File: config.mk
export PLATFORM = sky130hd
export DESIGN_NAME = phm_ram
export DESIGN_NICKNAME = d
export VERILOG_FILES = /design/src/hw/rtl/phm_ram.sv
export SDC_FILE = /design/constraint.sdc
export NUM_CORES = 2
export LEC_CHECK = 0
export ABC_AREA = 1
export BUFFER_PORTS_ARGS = -buffer_cell sky130_fd_sc_hd__clkbuf_2
export CAP_MARGIN = 5
export CORE_ASPECT_RATIO = 0.5
export CORE_MARGIN = 4
export CORE_UTILIZATION = 30
export CTS_CLUSTER_SIZE = 10
export DETAILED_ROUTE_END_ITERATION = 7
export HOLD_SLACK_MARGIN = 0.1
export PLACE_DENSITY_LB_ADDON = 0.12
export SLEW_MARGIN = 20
export SYNTH_ARGS = -nofsm -noshare
export SYNTH_HDL_FRONTEND = slang
export SYNTH_SLANG_ARGS = --single-unit
File: constraint.sdc
create_clock -name clock -period 5.51 [get_ports clock]
set_clock_uncertainty 0.1 [all_clocks]
set_input_delay 0.2755 -clock clock [delete_from_list [all_inputs] [get_ports clock]]
set_output_delay 0.2755 -clock clock [all_outputs]
set_load 0.01 [all_outputs]
File: src/hw/rtl/phm_ram.sv
module phm_ram #(
   parameter int WIDTH = 16,
   parameter int DEPTH = 256
) (
   input  logic                     clock,
   input  logic                     write_enable,
   input  logic [$clog2(DEPTH)-1:0] write_address,
   input  logic [WIDTH-1:0]         write_data,
   input  logic [$clog2(DEPTH)-1:0] read_address,
   output logic [WIDTH-1:0]         read_data
);

   logic [WIDTH-1:0] mem_ff [DEPTH];
   logic [WIDTH-1:0] read_data_ff;

   always_ff @(posedge clock) begin
      if (write_enable) begin
         mem_ff[write_address] <= write_data;
      end
      read_data_ff <= mem_ff[read_address];
   end

   assign read_data = read_data_ff;

endmodule

; Word level (Yosys, flattened, before mapping)
; Memory sizes are Yosys's and may differ from the RTL's. A register that Yosys moved wholly into a read port is not among the register bits.
; Index checks and enable logic that the tools add are counted.
[classes]
shift = 0
n_eq_ne = 0
n_addsub = 0
n_bitwise = 0
multipliers = 0
n_reduce_logical = 0
n_mux = 2
n_lt_le_gt_ge = 0
div_mod_pow = 0
[ops]
columns = cell, n
row1 = $mux 1, 2
[word_totals]
out_inout_bits = 16
ram_bits = 4096
ff_bits = 0
n_memories = 1
romBits = 0
latch_bits = 0
elab_cells = 3
[memory_table]
columns = memory, depth, width, read_ports, rd_clocked_by_memory_dff, write_ports, line
row1 = mem_ff, 256, 16, 1, 1, 1, 13  ; logic [WIDTH-1:0] mem_ff [DEPTH];

; Logic depth before layout (Yosys ltp)
[logic_depth]
ltp_word = 2
mapped_depth = 15
mapped_depth_nobuf = 11

; Worst setup path after synthesis
; OpenSTA, ideal clock, no wires.
[synth_path]
path_kind = input port to flip-flop
from = in write_enable
to = mem mem_ff[162][0] (enable)
arrival_ns = 1.728
path_stages = 4
setup_ns = 0.388
slack_ns = 3.294
cell_sequence = clkbuf_1 nand3_1 clkbuf_1 nor2_1
[synth_via]
elab_chain_len = 2
[synth_rtl]
columns = item, line
row1 = from (decl), 6  ; input logic write_enable,
row2 = $mux 1, 17  ; if (write_enable) begin
row3 = $mux 1 (implied by the code), 18  ; mem_ff[write_address] <= write_data;
row4 = to (decl), 13
; Every way passes these cells.

==> flow_metrics.tcl <==
set metrics [dict create \
    status "finished, final reports clean" \
    io_buffers 49 \
    maxUsedRoutingLayer "met5" \
    wl_met1_um 265000 \
    die_area_um2 565000 \
    p_switching_mw 15.8 \
    insertion_delay_ns 1.07 \
    cp.required_ns 6.37 \
    worst_pin_slew_ns 1.38 \
    min_path_cells 2 \
    layout.nets 13700 \
    wl_met2_um 261000 \
    min_to "mem_ff[161][15]$_DFFE_PP_" \
    cts-root-buf "clkbuf_16" \
    timing.slew.headroom 0.0824 \
    cts_tree "done" \
    grt_pass1_vias 101000 \
    synth_seq_cells 4112 \
    ff2ff_path_depth 10 \
    finalMaxSlewViolations 0 \
    multiInputGateArea_um2 37500 \
    syn_nets 13700 \
    antenna_found_initial 57 \
    leakagePower_nw 64.0 \
    powerDensity_nw_per_um2 351 \
    arrival_ns 4.27 \
    die_w_um 1060 \
    syn_to_final_growth_pct 13.5 \
    min_from "write_data[15]" \
    hpwl_um 323000 \
    htree_levels 5 \
    fin_crit_ns 3.41 \
    gp_congestion 0.817 \
    viasPerCell 5.07 \
    synth_seq_area_share 0.744 \
    drv_cap 0 \
    p_int_mw 50.3 \
    crit_type "primary input to flip-flop" \
    ios 50 \
    rows 192 \
    netlist_area_um2 166000 \
    dr_wl_met3_um 37900 \
    reg2reg_to "read_data[4]$_DFF_P_" \
    pwr-share-clk 0.411 \
    ir_worst_vdd_v 0.000247 \
    vias 107000 \
    fin_tns_setup_ns 0 \
    cp_max_fo 130 \
    die_y_um 534 \
    syn_area_per_cell_um2 12.2 \
    setup_violations 0 \
    cts_buffer_depth 4 \
    grt-ovfl-total 0 \
    drtIter0Drc 12200 \
    seqPwrFrac 0.523 \
    synthCells 13600 \
    core_area_um2 549000 \
    fill_cells 54200 \
    rsz0062_at_grt "no" \
    numClockSinks 4112 \
    grt_max_degree 145 \
    start_kind "primary input" \
    max_freq_mhz 294 \
    pwr-share-comb 0.066 \
    regArea_um2 123000 \
    start_util 0.302 \
    endpoint_kind "flip-flop" \
    dr.pass1.iters 6 \
    synth_cell_type_count 15 \
    fin_crit_sh 0.618 \
    path_clk_slew_ns 0.07 \
    worstReg2RegStart "mem_ff[179][4]$_DFFE_PP_" \
    wl_per_cell_um 27.3 \
    drive_gt1_frac 0.0834 \
    finalHoldViolCount 0 \
    drtAntennaViolNets 0 \
    finalWirelength_um 579000 \
    ys_warn_count 0 \
    worst_hold_path_type "primary input to flip-flop" \
    grt_use_total 0.198 \
    grt_pass1_wl_um 811000 \
    power_switching_share 0.239 \
    numCtsBuffers 454 \
    drc_errors 0 \
    final_util 0.343 \
    ff2ff_setup_slack_ns 2.70 \
]
[cells in the final DEF (no fill, tap or decap), drive strengths merged]
| cell type | synthesis | final |
|---|---|---|
| buf | 783 | 504 |
| diode | 0 | 28 |
| clkbuf | 154 | 550 |
| inv | 39 | 50 |
| nand3 | 4035 | 4035 |
| nand2 | 4211 | 4211 |
| dlygate4sd3 | 0 | 37 |
| edfxtp | 4096 | 4096 |
| dfxtp | 16 | 16 |
| bufinv | 0 | 1 |
| clkinv | 0 | 20 |
| nor2 | 283 | 283 |
[critical path: stages]
cell and delay (ns):
buf_8 0.26, inv_16 0.54, buf_4 0.48, buf_4 0.41, nand3_1 0.13, nand3_1 0.10, nand3_1 0.17, nand3_1 0.23
nand3_1 0.24, nand3_1 0.25, nand2_1 0.08, nand2_1 0.07, dlygate4sd3_1 0.56, nand2_1 0.05
[metrics by stage]
step           setup slack [ns]  hold slack, ns  area (um2)  cells  power [mW]
2_1_floorplan              3.29           0.274      166000  13600        37.3
3_3_place_gp               1.16           0.623      175000  20600        39.6
3_5_place_dp               1.24           0.617      175000  20600        39.6
4_1_cts                    2.20           0.112      188000  21200        66.8
5_1_grt                    2.05           0.148      188000  21200        68.4
6_report                   2.10           0.164      188000  21200        66.1
[sequential cells by signal, summed over array words and instances (netlist names)]
signal and flops:
mem_ff 4096, read_data 16
[synth_stat cells (all sizes together)]
| master | n | share of area |
|---|---|---|
| nand2 | 4211 | 0.095 |
| clkbuf | 154 | 0.0035 |
| nor2 | 283 | 0.0064 |
| dfxtp | 16 | 0.0019 |
| edfxtp | 4096 | 0.74 |
| inv | 39 | 0.00091 |
| buf | 783 | 0.028 |
| nand3 | 4035 | 0.12 |
[kinds of logic after synthesis]
logic type / after synthesis / share of synthesized area
buffers and inverters: 976 / 0.0321
flip-flops: 4112 / 0.744
AND/OR/NAND/NOR: 8529 / 0.224
[metal layers]
layer,track usage,vias to the layer above
li1,-,48600
met1,0.290,54600
met2,0.309,3396
met3,0.0308,720
met4,0.0460,14
met5,0,-
[how the worst max path moves through the flow]
| stage | start | to | slack [ns] | cells past startpoint |
|---|---|---|---|---|
| 2_1_floorplan | write_enable | mem_ff[162][0]$_DFFE_PP_ | 3.29 | 4 |
| 3_3_place_gp | read_address[1] | read_data[15]$_DFF_P_ | 1.16 | 12 |
| 3_5_place_dp | read_address[1] | read_data[4]$_DFF_P_ | 1.24 | 12 |
| 4_1_cts | read_address[1] | read_data[1]$_DFF_P_ | 2.20 | 14 |
| 5_1_grt | read_address[1] | read_data[1]$_DFF_P_ | 2.05 | 14 |
| 6_report | read_address[1] | read_data[1]$_DFF_P_ | 2.10 | 14 |
[repair_timing]
| item | in CTS | in global routing |
|---|---|---|
| hold buffers | 38 | 0 |
| hold endpoints to repair | 2638 | 0 |
| setup endpoints to repair | 0 | 0 |
| resized for setup | 0 | 0 |
| buffers inserted | 0 | 0 |
[cell type report]
type | count | area share
sequential | 4112 | 0.656
multi-input combinational | 8529 | 0.200
clock buffer | 523 | 0.0624
tap | 7372 | 0.0491
timing repair buffer | 568 | 0.0293
clock inverter | 32 | 0.00241
inverter | 39 | 0.00106
antenna | 28 | 0.000373
[power by group through the flow]
stage	logic (mW)	clock network [mW]	registers, mW
2_1_floorplan	2.13	0	35.2
3_3_place_gp	4.40	0	35.2
3_5_place_dp	4.40	0	35.2
4_1_cts	4.44	27.8	34.6
5_1_grt	4.71	29.1	34.5
6_report	4.37	27.2	34.6
No activity file was read; power rests on OpenSTA's default activity.
